==> src/sks_pkg.sv <==
// ----------------------------------------------------------------------------
// sks_pkg
// Shared types and constants for the sorted key set: widths, operation kinds,
// result status codes and the sequencer states.
// ----------------------------------------------------------------------------
package sks_pkg;

    localparam int KEY_W          = 32;
    localparam int KIND_W         = 1;
    localparam int STATUS_W       = 3;
    localparam int COUNT_OUT_W    = 5;
    localparam int CAPACITY_DEFAULT = 16;

    typedef enum logic [KIND_W-1:0] {
        KIND_INSERT = 1'b0,
        KIND_REMOVE = 1'b1
    } sks_kind_t;

    typedef enum logic [STATUS_W-1:0] {
        STATUS_INSERTED = 3'd0,
        STATUS_EXISTS   = 3'd1,
        STATUS_REMOVED  = 3'd2,
        STATUS_EMPTY    = 3'd3,
        STATUS_MISSING  = 3'd4,
        STATUS_FULL     = 3'd5
    } sks_status_t;

    typedef enum logic [2:0] {
        ST_IDLE,
        ST_SCAN_RD,
        ST_SCAN_CMP,
        ST_DECIDE,
        ST_SHIFT_RD,
        ST_SHIFT_WR,
        ST_FINISH
    } sks_state_t;

endpackage

==> src/sks_ifs.sv <==
// ----------------------------------------------------------------------------
// sks_ifs
// Valid/ready channels of the sorted key set: the operation request and the
// operation result.
// ----------------------------------------------------------------------------
interface sks_req_if;
    logic                            valid;
    logic                            ready;
    logic [sks_pkg::KIND_W-1:0]      kind;
    logic signed [sks_pkg::KEY_W-1:0] key;

    modport source (output valid, output kind, output key, input ready);
    modport sink   (input valid, input kind, input key, output ready);
endinterface

interface sks_rsp_if;
    logic                                valid;
    logic                                ready;
    logic [sks_pkg::STATUS_W-1:0]        status;
    logic signed [sks_pkg::KEY_W-1:0]    key_out;
    logic [sks_pkg::COUNT_OUT_W-1:0]     entry_count;

    modport source (output valid, output status, output key_out, output entry_count,
                    input ready);
    modport sink   (input valid, input status, input key_out, input entry_count,
                    output ready);
endinterface

==> src/sorted_key_set_top.sv <==
// ----------------------------------------------------------------------------
// sorted_key_set_top
// Bounded set of distinct signed keys held in ascending order in a key memory.
// ----------------------------------------------------------------------------
// One operation at a time: req is ready only while the sequencer is idle.
// An operation scans the key memory from the bottom to find the first key not
// below the request key, then moves the entries above that point up (insert)
// or down (remove) one cell at a time. Every memory read goes through the
// single read port with registered data, so each probed entry passes through
// a read state and a compare state, and each moved entry through a read state
// and a write state. The result sits in an output register, so a pending
// result does not keep the next request from being taken; a result still
// pending when the next operation finishes holds the sequencer until it is
// taken. entry_count shows the low five bits of the count. No clearing pass
// is needed after reset.
// ----------------------------------------------------------------------------
module sorted_key_set_top #(
    parameter int CAPACITY = sks_pkg::CAPACITY_DEFAULT
) (
    input  logic          clk,
    input  logic          rst_n,
    sks_req_if.sink       req,
    sks_rsp_if.source     rsp
);

    localparam int CNT_W = $clog2(CAPACITY + 1);
    localparam int IDX_W = (CAPACITY > 1) ? $clog2(CAPACITY) : 1;
    localparam int KEY_W = sks_pkg::KEY_W;

    sks_pkg::sks_state_t  state_reg, state_next;
    logic [CNT_W-1:0]     count_reg, count_next;
    logic [CNT_W-1:0]     idx_reg, idx_next;
    logic [CNT_W-1:0]     pos_reg, pos_next;
    logic                 found_reg, found_next;
    sks_pkg::sks_kind_t   kind_reg, kind_next;
    logic signed [KEY_W-1:0] key_reg, key_next;
    sks_pkg::sks_status_t status_reg, status_next;

    logic                 out_valid_reg, out_valid_next;
    sks_pkg::sks_status_t out_status_reg, out_status_next;
    logic signed [KEY_W-1:0] out_key_reg, out_key_next;
    logic [CNT_W-1:0]     out_count_reg, out_count_next;
    logic [CNT_W+4:0]     out_count_wide;

    // key memory, one write port and one registered read port
    logic signed [KEY_W-1:0] key_mem [CAPACITY];
    logic signed [KEY_W-1:0] rd_data_reg;
    logic [IDX_W-1:0]     rd_addr;
    logic                 mem_we;
    logic [IDX_W-1:0]     mem_waddr;
    logic signed [KEY_W-1:0] mem_wdata;

    logic [CNT_W-1:0]     idx_inc;
    logic [CNT_W-1:0]     idx_dec;
    logic                 rd_less;
    logic                 rd_equal;
    logic                 out_load;

    assign idx_inc  = idx_reg + CNT_W'(1);
    assign idx_dec  = idx_reg - CNT_W'(1);
    // the shared compare unit
    assign rd_less  = rd_data_reg < key_reg;
    assign rd_equal = rd_data_reg == key_reg;

    always_ff @(posedge clk)
    begin
        if (mem_we)
        begin
            key_mem[mem_waddr] <= mem_wdata;
        end
        rd_data_reg <= key_mem[rd_addr];
    end

    always_ff @(posedge clk or negedge rst_n)
    begin
        if (!rst_n)
        begin
            state_reg     <= sks_pkg::ST_IDLE;
            count_reg     <= '0;
            out_valid_reg <= 1'b0;
        end
        else
        begin
            state_reg     <= state_next;
            count_reg     <= count_next;
            out_valid_reg <= out_valid_next;
        end
    end

    always_ff @(posedge clk)
    begin
        idx_reg        <= idx_next;
        pos_reg        <= pos_next;
        found_reg      <= found_next;
        kind_reg       <= kind_next;
        key_reg        <= key_next;
        status_reg     <= status_next;
        out_status_reg <= out_status_next;
        out_key_reg    <= out_key_next;
        out_count_reg  <= out_count_next;
    end

    always_comb
    begin
        state_next      = state_reg;
        count_next      = count_reg;
        idx_next        = idx_reg;
        pos_next        = pos_reg;
        found_next      = found_reg;
        kind_next       = kind_reg;
        key_next        = key_reg;
        status_next     = status_reg;
        out_status_next = out_status_reg;
        out_key_next    = out_key_reg;
        out_count_next  = out_count_reg;
        rd_addr         = idx_reg[IDX_W-1:0];
        mem_we          = 1'b0;
        mem_waddr       = idx_reg[IDX_W-1:0];
        mem_wdata       = rd_data_reg;
        out_load        = 1'b0;
        req.ready       = 1'b0;

        case (state_reg)
            sks_pkg::ST_IDLE:
            begin
                req.ready = 1'b1;
                if (req.valid)
                begin
                    kind_next  = sks_pkg::sks_kind_t'(req.kind);
                    key_next   = req.key;
                    idx_next   = '0;
                    state_next = sks_pkg::ST_SCAN_RD;
                end
            end

            sks_pkg::ST_SCAN_RD:
            begin
                if (idx_reg >= count_reg)
                begin
                    pos_next   = idx_reg;
                    found_next = 1'b0;
                    state_next = sks_pkg::ST_DECIDE;
                end
                else
                begin
                    state_next = sks_pkg::ST_SCAN_CMP;
                end
            end

            sks_pkg::ST_SCAN_CMP:
            begin
                if (rd_less)
                begin
                    idx_next   = idx_inc;
                    state_next = sks_pkg::ST_SCAN_RD;
                end
                else
                begin
                    pos_next   = idx_reg;
                    found_next = rd_equal;
                    state_next = sks_pkg::ST_DECIDE;
                end
            end

            sks_pkg::ST_DECIDE:
            begin
                state_next = sks_pkg::ST_FINISH;
                if (kind_reg == sks_pkg::KIND_INSERT)
                begin
                    if (found_reg)
                    begin
                        status_next = sks_pkg::STATUS_EXISTS;
                    end
                    else if (count_reg == CNT_W'(CAPACITY))
                    begin
                        status_next = sks_pkg::STATUS_FULL;
                    end
                    else
                    begin
                        idx_next   = count_reg;
                        state_next = sks_pkg::ST_SHIFT_RD;
                    end
                end
                else
                begin
                    if (count_reg == '0)
                    begin
                        status_next = sks_pkg::STATUS_EMPTY;
                    end
                    else if (!found_reg)
                    begin
                        status_next = sks_pkg::STATUS_MISSING;
                    end
                    else
                    begin
                        idx_next   = pos_reg;
                        state_next = sks_pkg::ST_SHIFT_RD;
                    end
                end
            end

            sks_pkg::ST_SHIFT_RD:
            begin
                if (kind_reg == sks_pkg::KIND_INSERT)
                begin
                    if (idx_reg == pos_reg)
                    begin
                        mem_we      = 1'b1;
                        mem_waddr   = pos_reg[IDX_W-1:0];
                        mem_wdata   = key_reg;
                        count_next  = count_reg + CNT_W'(1);
                        status_next = sks_pkg::STATUS_INSERTED;
                        state_next  = sks_pkg::ST_FINISH;
                    end
                    else
                    begin
                        rd_addr    = idx_dec[IDX_W-1:0];
                        state_next = sks_pkg::ST_SHIFT_WR;
                    end
                end
                else
                begin
                    if (idx_inc >= count_reg)
                    begin
                        count_next  = count_reg - CNT_W'(1);
                        status_next = sks_pkg::STATUS_REMOVED;
                        state_next  = sks_pkg::ST_FINISH;
                    end
                    else
                    begin
                        rd_addr    = idx_inc[IDX_W-1:0];
                        state_next = sks_pkg::ST_SHIFT_WR;
                    end
                end
            end

            sks_pkg::ST_SHIFT_WR:
            begin
                mem_we    = 1'b1;
                mem_waddr = idx_reg[IDX_W-1:0];
                mem_wdata = rd_data_reg;
                if (kind_reg == sks_pkg::KIND_INSERT)
                begin
                    idx_next = idx_dec;
                end
                else
                begin
                    idx_next = idx_inc;
                end
                state_next = sks_pkg::ST_SHIFT_RD;
            end

            sks_pkg::ST_FINISH:
            begin
                if (!out_valid_reg || rsp.ready)
                begin
                    out_load        = 1'b1;
                    out_status_next = status_reg;
                    out_key_next    = key_reg;
                    out_count_next  = count_reg;
                    state_next      = sks_pkg::ST_IDLE;
                end
            end

            default:
            begin
                state_next = sks_pkg::ST_IDLE;
            end
        endcase

        out_valid_next = out_load | (out_valid_reg & ~rsp.ready);
    end

    assign out_count_wide  = {5'd0, out_count_reg};
    assign rsp.valid       = out_valid_reg;
    assign rsp.status      = out_status_reg;
    assign rsp.key_out     = out_key_reg;
    assign rsp.entry_count = out_count_wide[4:0];

    // count stays within the table
    a_count_bound: assert property (@(posedge clk) disable iff (!rst_n)
        count_reg <= CNT_W'(CAPACITY))
        else $error("key count above capacity");

    // memory is written only while moving entries or placing a key
    a_write_state: assert property (@(posedge clk) disable iff (!rst_n)
        mem_we |-> (state_reg == sks_pkg::ST_SHIFT_RD || state_reg == sks_pkg::ST_SHIFT_WR))
        else $error("key memory written outside a shift");

    // scan never runs past the held keys
    a_scan_bound: assert property (@(posedge clk) disable iff (!rst_n)
        (state_reg == sks_pkg::ST_SCAN_RD || state_reg == sks_pkg::ST_SCAN_CMP)
        |-> idx_reg <= count_reg)
        else $error("scan index beyond count");

    // a new result only follows the finish state
    a_result_source: assert property (@(posedge clk) disable iff (!rst_n)
        $rose(out_valid_reg) |-> $past(state_reg == sks_pkg::ST_FINISH))
        else $error("result raised outside finish");

    // a shift write always lands inside the table
    a_shift_index: assert property (@(posedge clk) disable iff (!rst_n)
        (state_reg == sks_pkg::ST_SHIFT_WR) |-> idx_reg < CNT_W'(CAPACITY))
        else $error("shift write index out of range");

endmodule

==> src/flat_wrapper.sv <==
// flat-port wrapper written by rule: the top's interface ports become plain ports
module sorted_key_set_top_flat 
#(
    parameter int CAPACITY = sks_pkg::CAPACITY_DEFAULT
)
  (clk, rst_n, req_valid, req_kind, req_key, req_ready, rsp_valid, rsp_status, rsp_key_out, rsp_entry_count, rsp_ready);
  sks_req_if req_i ();
  sks_rsp_if rsp_i ();
  input  logic clk;
  input  logic rst_n;
  input wire logic [$bits(req_i.valid)-1:0] req_valid;
  input wire logic [$bits(req_i.kind)-1:0] req_kind;
  input wire logic [$bits(req_i.key)-1:0] req_key;
  output wire logic [$bits(req_i.ready)-1:0] req_ready;
  output wire logic [$bits(rsp_i.valid)-1:0] rsp_valid;
  output wire logic [$bits(rsp_i.status)-1:0] rsp_status;
  output wire logic [$bits(rsp_i.key_out)-1:0] rsp_key_out;
  output wire logic [$bits(rsp_i.entry_count)-1:0] rsp_entry_count;
  input wire logic [$bits(rsp_i.ready)-1:0] rsp_ready;
  assign req_i.valid = req_valid;
  assign req_i.kind = req_kind;
  assign req_i.key = req_key;
  assign req_ready = req_i.ready;
  assign rsp_valid = rsp_i.valid;
  assign rsp_status = rsp_i.status;
  assign rsp_key_out = rsp_i.key_out;
  assign rsp_entry_count = rsp_i.entry_count;
  assign rsp_i.ready = rsp_ready;
  sorted_key_set_top #(.CAPACITY(CAPACITY)) u_core (.clk(clk), .rst_n(rst_n), .req(req_i), .rsp(rsp_i));
endmodule
==> config.mk <==
export PLATFORM = sky130hd
export DESIGN_NAME = sorted_key_set_top_flat
export DESIGN_NICKNAME = d
export VERILOG_FILES = /design/src/sks_pkg.sv /design/src/sks_ifs.sv /design/src/sorted_key_set_top.sv /design/src/flat_wrapper.sv
export SDC_FILE = /design/constraint.sdc
export NUM_CORES = 1
export LEC_CHECK = 0
export BUFFER_PORTS_ARGS = -buffer_cell sky130_fd_sc_hd__buf_2
export CORE_ASPECT_RATIO = 1.5
export CORE_MARGIN = 3
export CORE_UTILIZATION = 30
export CTS_BUF_LIST = sky130_fd_sc_hd__clkbuf_4 sky130_fd_sc_hd__clkbuf_8 sky130_fd_sc_hd__clkbuf_16
export DETAILED_ROUTE_END_ITERATION = 16
export GPL_TIMING_DRIVEN = 1
export MAX_ROUTING_LAYER = met4
export PLACE_DENSITY = 0.55
export SETUP_SLACK_MARGIN = 0.5
export SLEW_MARGIN = 10
export SYNTH_ARGS = -nofsm -noshare
export SYNTH_HDL_FRONTEND = slang
export SYNTH_SLANG_ARGS = --single-unit
export TNS_END_PERCENT = 1
==> constraint.sdc <==
create_clock -name clk -period 6.52 [get_ports clk]
set_input_delay 0.326 -clock clk [delete_from_list [all_inputs] [get_ports clk]]
set_output_delay 0.326 -clock clk [all_outputs]
set_load 0.1 [all_outputs]
# [Word level (Yosys, flattened, before mapping)]
# Memories as Yosys holds them, arrays and structs flattened. A register that Yosys moved wholly into a read port is not among the register bits.
# Index checks and enable logic that the tools add are counted.
[totals] inputBits=37 wordCells=119 output_inout_bits=42 mem_count=1 latchBits=0 mem_bits_rw=512 mem_bits_ro=0 reg_bits=96
[op_classes] order_cmp=3 bitwise_logic=3 addsub=4 shifts=0 mul=0 n_eq_ne=23 muxes=58 n_div=0 n_reduce_logical=15
[mem_list] name="u_core.key_mem" words=16 width=32 read_ports=1 rd_clocked_by_memory_dff=1 write_ports=1 line_no="sorted_key_set_top.sv:46" rtl="logic signed [KEY_W-1:0] key_mem [CAPACITY];"
[op_table] op="32-bit two-way mux" n=3
[op_table] op="5-bit two-way mux" n=13
[op_table] op="3-bit two-way mux" n=14
[op_table] op="32-bit == test" n=1
[op_table] op="32-bit < comparator" n=1
[op_table] op="4-bit two-way mux" n=7
[op_table] op="3-bit one-hot mux with 7 select lines" n=1
[op_table] op="5-bit one-hot mux with 4 select lines" n=1
[op_table] op="5-bit by 1-bit adder with 5-bit output (second input constant)" n=2
[op_table] op="5-bit greater-or-equal comparator" n=2
[op_table] op="1-bit two-way mux" n=10
[op_table] op="2-bit two-way mux" n=5
[op_table] op="5-bit one-hot mux with 2 select lines" n=1
[op_table] op="5-bit by 1-bit subtractor with 5-bit output (second input constant)" n=2
[op_table] op="3-bit == test (second input constant)" n=3
[op_table] op="3-bit inequality test (second input constant)" n=3
[op_table] op="7-bit AND reduction" n=1
[op_table] op="3-bit by 2-bit == test with 1-bit output (second input constant)" n=2
[op_table] op="2-bit by 1-bit inequality test with 1-bit output (second input constant)" n=3
[op_table] op="2-bit inequality test (second input constant)" n=3
[op_table] op="3-bit by 2-bit inequality test with 1-bit output (second input constant)" n=2
[op_table] op="3-bit one-hot mux with 2 select lines" n=1
[op_table] op="2-bit AND reduction" n=3
[op_table] op="3-bit AND reduction" n=2
[op_table] op="17 further kinds" n=20

# [Logic depth before layout (Yosys ltp)]
[logic_depth] depth_word=6 ltp_mapped=14 mapped_depth_nobuf=11

# [Worst setup path after synthesis]
# OpenSTA, ideal clock, no wires.
[synth_path] path_kind="flip-flop to flip-flop" start="register u_core.state_reg[2]" end="memory u_core.key_mem[6][0], enable pin" path_stages_with_launch=9 setup_slack_ns=2.229 t_required_ns=6.059 arrival_ns=3.830 setup_time_ns=0.461 synth_period_minus_slack_ns=4.291 n_path_buf=2 cell_sequence="dfrtp_1 -> buf_4 -> or3b_1 -> buf_2 -> nor2_1 -> nand3_1 -> nand2_1 -> nand3_1 -> nor3_1"
[synth_via] elab_chain_len=4 word_cells_on_any_way=6 classes_between="eq/ne (2); mux (4)"
[synth_lines] item="from (decl)" line_no="sorted_key_set_top.sv:30" rtl="sks_pkg::sks_state_t state_reg, state_next;"
[synth_lines] item="from (signal assigned)" line_no="sorted_key_set_top.sv:78" rtl="state_reg <= sks_pkg::ST_IDLE;"
[synth_lines] item="from (signal assigned)" line_no="sorted_key_set_top.sv:84" rtl="state_reg <= state_next;"
[synth_lines] item="3-bit == test" line_no="sorted_key_set_top.sv:123" rtl="case (state_reg)"
[synth_lines] item="1-bit one-hot mux with 2 select lines" line_no="sorted_key_set_top.sv:123"
[synth_lines] item="1-bit two-way mux" line_no="sorted_key_set_top.sv:67" rtl="if (mem_we)"
[synth_lines] item="1-bit two-way mux (not written as such)" line_no="sorted_key_set_top.sv:69" rtl="key_mem[mem_waddr] <= mem_wdata;"
[synth_lines] item="to (decl)" line_no="sorted_key_set_top.sv:46"
# Several ways; a longest one is shown, not always the timed one.

# [Final worst setup path]
[layout_path] start="register u_core.idx_reg[0]" end="register u_core.rd_data_reg[10] (read register of u_core.key_mem)"
[layout_via] elab_chain_len=5 word_cells_on_any_way=8 classes_between="add/sub (2); order compare (1); eq/ne (1); mux (4)"
[layout_lines] item="from (decl)" line_no="sorted_key_set_top.sv:32" rtl="logic [CNT_W-1:0] idx_reg, idx_next;"
[layout_lines] item="from (signal assigned)" line_no="sorted_key_set_top.sv:92" rtl="idx_reg <= idx_next;"
[layout_lines] item="5-bit by 1-bit adder with 5-bit output" line_no="sorted_key_set_top.sv:59" rtl="assign idx_inc = idx_reg + CNT_W'(1);"
[layout_lines] item="5-bit greater-or-equal comparator" line_no="sorted_key_set_top.sv:223" rtl="if (idx_inc >= count_reg)"
[layout_lines] item="4-bit two-way mux" line_no="sorted_key_set_top.sv:223"
[layout_lines] item="4-bit two-way mux" line_no="sorted_key_set_top.sv:204" rtl="if (kind_reg == sks_pkg::KIND_INSERT)"
[layout_lines] item="4-bit two-way mux *" line_no="sorted_key_set_top.sv:123"
[layout_lines] item="to (decl)" line_no="sorted_key_set_top.sv:47" rtl="logic signed [KEY_W-1:0] rd_data_reg;"
# Every way passes the cells marked *; elsewhere a longest branch is shown, timed or not.
# A chain may end at the register's enable or synchronous reset.

==> run_results.csv <==
group,metric,value,unit
run_status,status,"complete, no violations",
worst_setup_path,required,7.00,ns
cells_and_area,nFillCells,7517,
power_and_ir_drop,switching_share,33.5,%
synth,synthDominantCellAreaShare,72.1,%
power_and_ir_drop,power_switching,4.90,mW
cells_and_area,drive_gt1_share,26.9,%
worst_setup_path,arrival,5.15,ns
detailed_routing,route.detailed.drc,0,
clock_network,cts_sinks,640,
synth,synth.distinct_cells,58,
sta,slew_viol_final,0,
synth,async_flop_share,1.41,%
synth,synth_cells,1281,
cells_and_area,seqCellArea,18900,sq um
clock_network,clockBufferDepth,3,
die,coreArea,81800,sq um
die,ios,79,
worst_setup_path,r2r.worst_path.cells,12,
synth,synth_top_family_by_area,"multiplexers",
cells_and_area,largest_reg_flops,512,
worst_hold_path,hold_class,"input pin to async pin",
grt,first_global_vias,13256,
synth,ys_seq_area_share,75.6,%
cells_and_area,final_common_cell,"edfxtp_1",
detailed_routing,wirelength,60500,um
detailed_routing,vias,12675,
synth,synth_largest_area_cell,"edfxtp_1",
detailed_routing,vias_per_cell,4.83,
cells_and_area,area_delta_synth_final,18.8,%
worst_setup_path,path_class,"register to register",
power_and_ir_drop,seqPwrFrac,38.7,%
sta,slew_headroom,19.4,%
power_and_ir_drop,p_per_area,494,nW/um^2
die,rows,128,
clock_network,numCtsBuffers,66,
worst_setup_path,path_max_fanout,49,
die,start_util,30.5,%
sta,grt_setup_unrepaired,"false",
synth,synth_compound_area_share,4.72,%
power_and_ir_drop,ir_drop,350,uV
cells_and_area,antenna_cells,0,
sta,hold_viol_final,0,
power_and_ir_drop,p_int,9.75,mW
power_and_ir_drop,clock_power_share,26.0,%
synth,synth_nets,1366,
worst_setup_path,start_kind,"register",
power_and_ir_drop,p_comb_share,35.4,%
synth,synthAdderAreaFrac,2.44,%
sta,period_share,71.7,%
grt,grt-ovfl-total,0,
place,dp_hpwl,34300,um
clock_network,cts_root_buf,"clkbuf_16",
detailed_routing,initialDrtViolationCount,884,
cells_and_area,multi_input_area,5800,sq um
grt,grt_usage,14.4,%
place,place.gp.congestion,0.801,
synth,muxShareOfSynthArea,11.8,%
place,portBuffers,78,
grt,antenna_found_initial,0,
sta,fin_worst_skew,0.0249,ns
worst_setup_path,cp-startpoint,"u_core.idx_reg[0]",
clock_network,cts_setup_buffers,0,
clock_network,clkTransAtPathRegs,0.07,ns
sta,tightest_slew,1.20,ns
synth,syn_avg_cell_area,19.5,sq um
detailed_routing,ant_nets,0,
worst_setup_path,endpoint_kind,"register",
sta,fin_tns_setup,0,ns
sta,clock.fmax,214,MHz
sta,setup_violations,0,
worst_setup_path,reg2reg_from,"u_core.idx_reg[0]",
die,die_h,359,um
synth,yosys.area_share.xor_xnor,0.667,%
grt,grt_max_degree,91,
power_and_ir_drop,p_total,14.7,mW
cells_and_area,final_cell_mix,"edfxtp_1, mux4_2, nand2_1",
synth,synth_flop_cell,"edfxtp_1",
synth,synth_seq_cells,640,
clock_network,htree_levels,3,
cells_and_area,final_util,36.2,%
cells_and_area,finalNetCount,1552,
die,fp.dieArea,86700,sq um
detailed_routing,wl_per_cell,23.1,um
clock_network,clock_latency,0.61,ns
synth,synth.area.top_cells,"edfxtp_1, mux4_2, dfxtp_1",
sta,holdWs,0.120,ns
synth,yosysWarnings,0,
synth,synth_edf_count,599,
power_and_ir_drop,power.leakage,10.0,nW
clock_network,cts_tree,"done",
synth,synthesis.area,24900,sq um
run,max-cap-violations,0,
cells_and_area,max_flop_register,"u_core.key_mem",
grt,grt_pass1_wl,88700,um
detailed_routing,drtPass1Iterations,5,
die,fp.dieW,241,um
synth,synthSimpleGateAreaFrac,2.94,%
sta,fin_crit,4.68,ns
## metal layers
layer / vias up / GRT usage [%] / wire length, um
li1: 5567 / - / -
met1: 6637 / 17.8 / 24800
met2: 370 / 24.0 / 30900
met3: 101 / 2.23 / 2970
met4: 0 / 5.37 / 1820
met5: - / - / 0
## critical path, stage by stage (launching register included)
cell and delay (ns):
edfxtp_1 0.77, inv_1 0.21, ha_1 0.46, ha_1 0.32, nand2_1 0.04, o21ai_0 0.38
a31o_2 0.31, o21ai_0 0.15, a31oi_4 0.75, buf_12 0.38, mux4_2 0.36, a22oi_1 0.25
nand2_1 0.09
## synth_stat cells (all sizes together) (3+ instances only)
master  number
a22oi       64
nand3       11
nand2       86
nor2        25
a21o        15
nor4         3
nor2b        6
o21a         3
and2         4
clkbuf      20
buf         36
edfxtp     599
ha          47
nor3         8
nand4        5
a21oi       21
a31oi        3
mux4       128
mux2i        4
and3         3
o21ai       50
nand2b       7
xnor2       18
dfrtp        9
inv         45
dfxtp       32
## stage by stage
step	instances	instance area [sq um]	setup WS (ns)
detailed placement	2468	27100	1.86
finish	2623	29600	1.84
CTS	2623	29600	1.85
global placement	2468	27100	1.95
global route	2623	29600	1.60
floorplan	1281	24900	2.23
## timing repair
item / 4_1_cts / 5_1_grt
hold buffers: 36 / 0
resized for setup: 0 / 0
endpoints found under the hold margin: 44 / 0
## area by class of cell
cell class                      instances  area share [%]
Clock buffer                           83            6.20
Clock inverter                         36            1.16
Inverter                               45           0.570
Multi-Input combinational cell        540            19.6
Sequential cell                       640            63.6
Tap cell                             1105            4.67
Timing Repair Buffer                  174            4.22
## kinds of logic after synthesis
group / after synthesis
XOR/XNOR: 19
adder cells (fa/ha/maj): 48
AO/OA/AOI/OAI: 176
flip-flops: 640
multiplexers: 133
AND/OR/NAND/NOR: 164
buffers and inverters: 101
## worst paths after layout
kind | endpoint | slack (ns)
max | u_core.rd_data_reg[10] | 1.84
min | u_core.count_reg[2] | 0.12
max reg2reg | u_core.rd_data_reg[10] | 1.84
min reg2reg | u_core.rsp.status[0] | 0.42
max in group asynchronous | u_core.rsp.valid | 6.19
min in group clk | u_core.rsp.status[0] | 0.42
## power by group through the flow
stage / Sequential (mW) / Combinational, mW / Clock [mW]
detailed placement: 5.75 / 5.24 / 0
floorplan: 5.86 / 3.58 / 0
global route: 5.70 / 5.64 / 4.07
global placement: 5.74 / 5.18 / 0
CTS: 5.67 / 5.27 / 3.91
finish: 5.67 / 5.18 / 3.80
No activity file was read; power rests on OpenSTA's default activity.
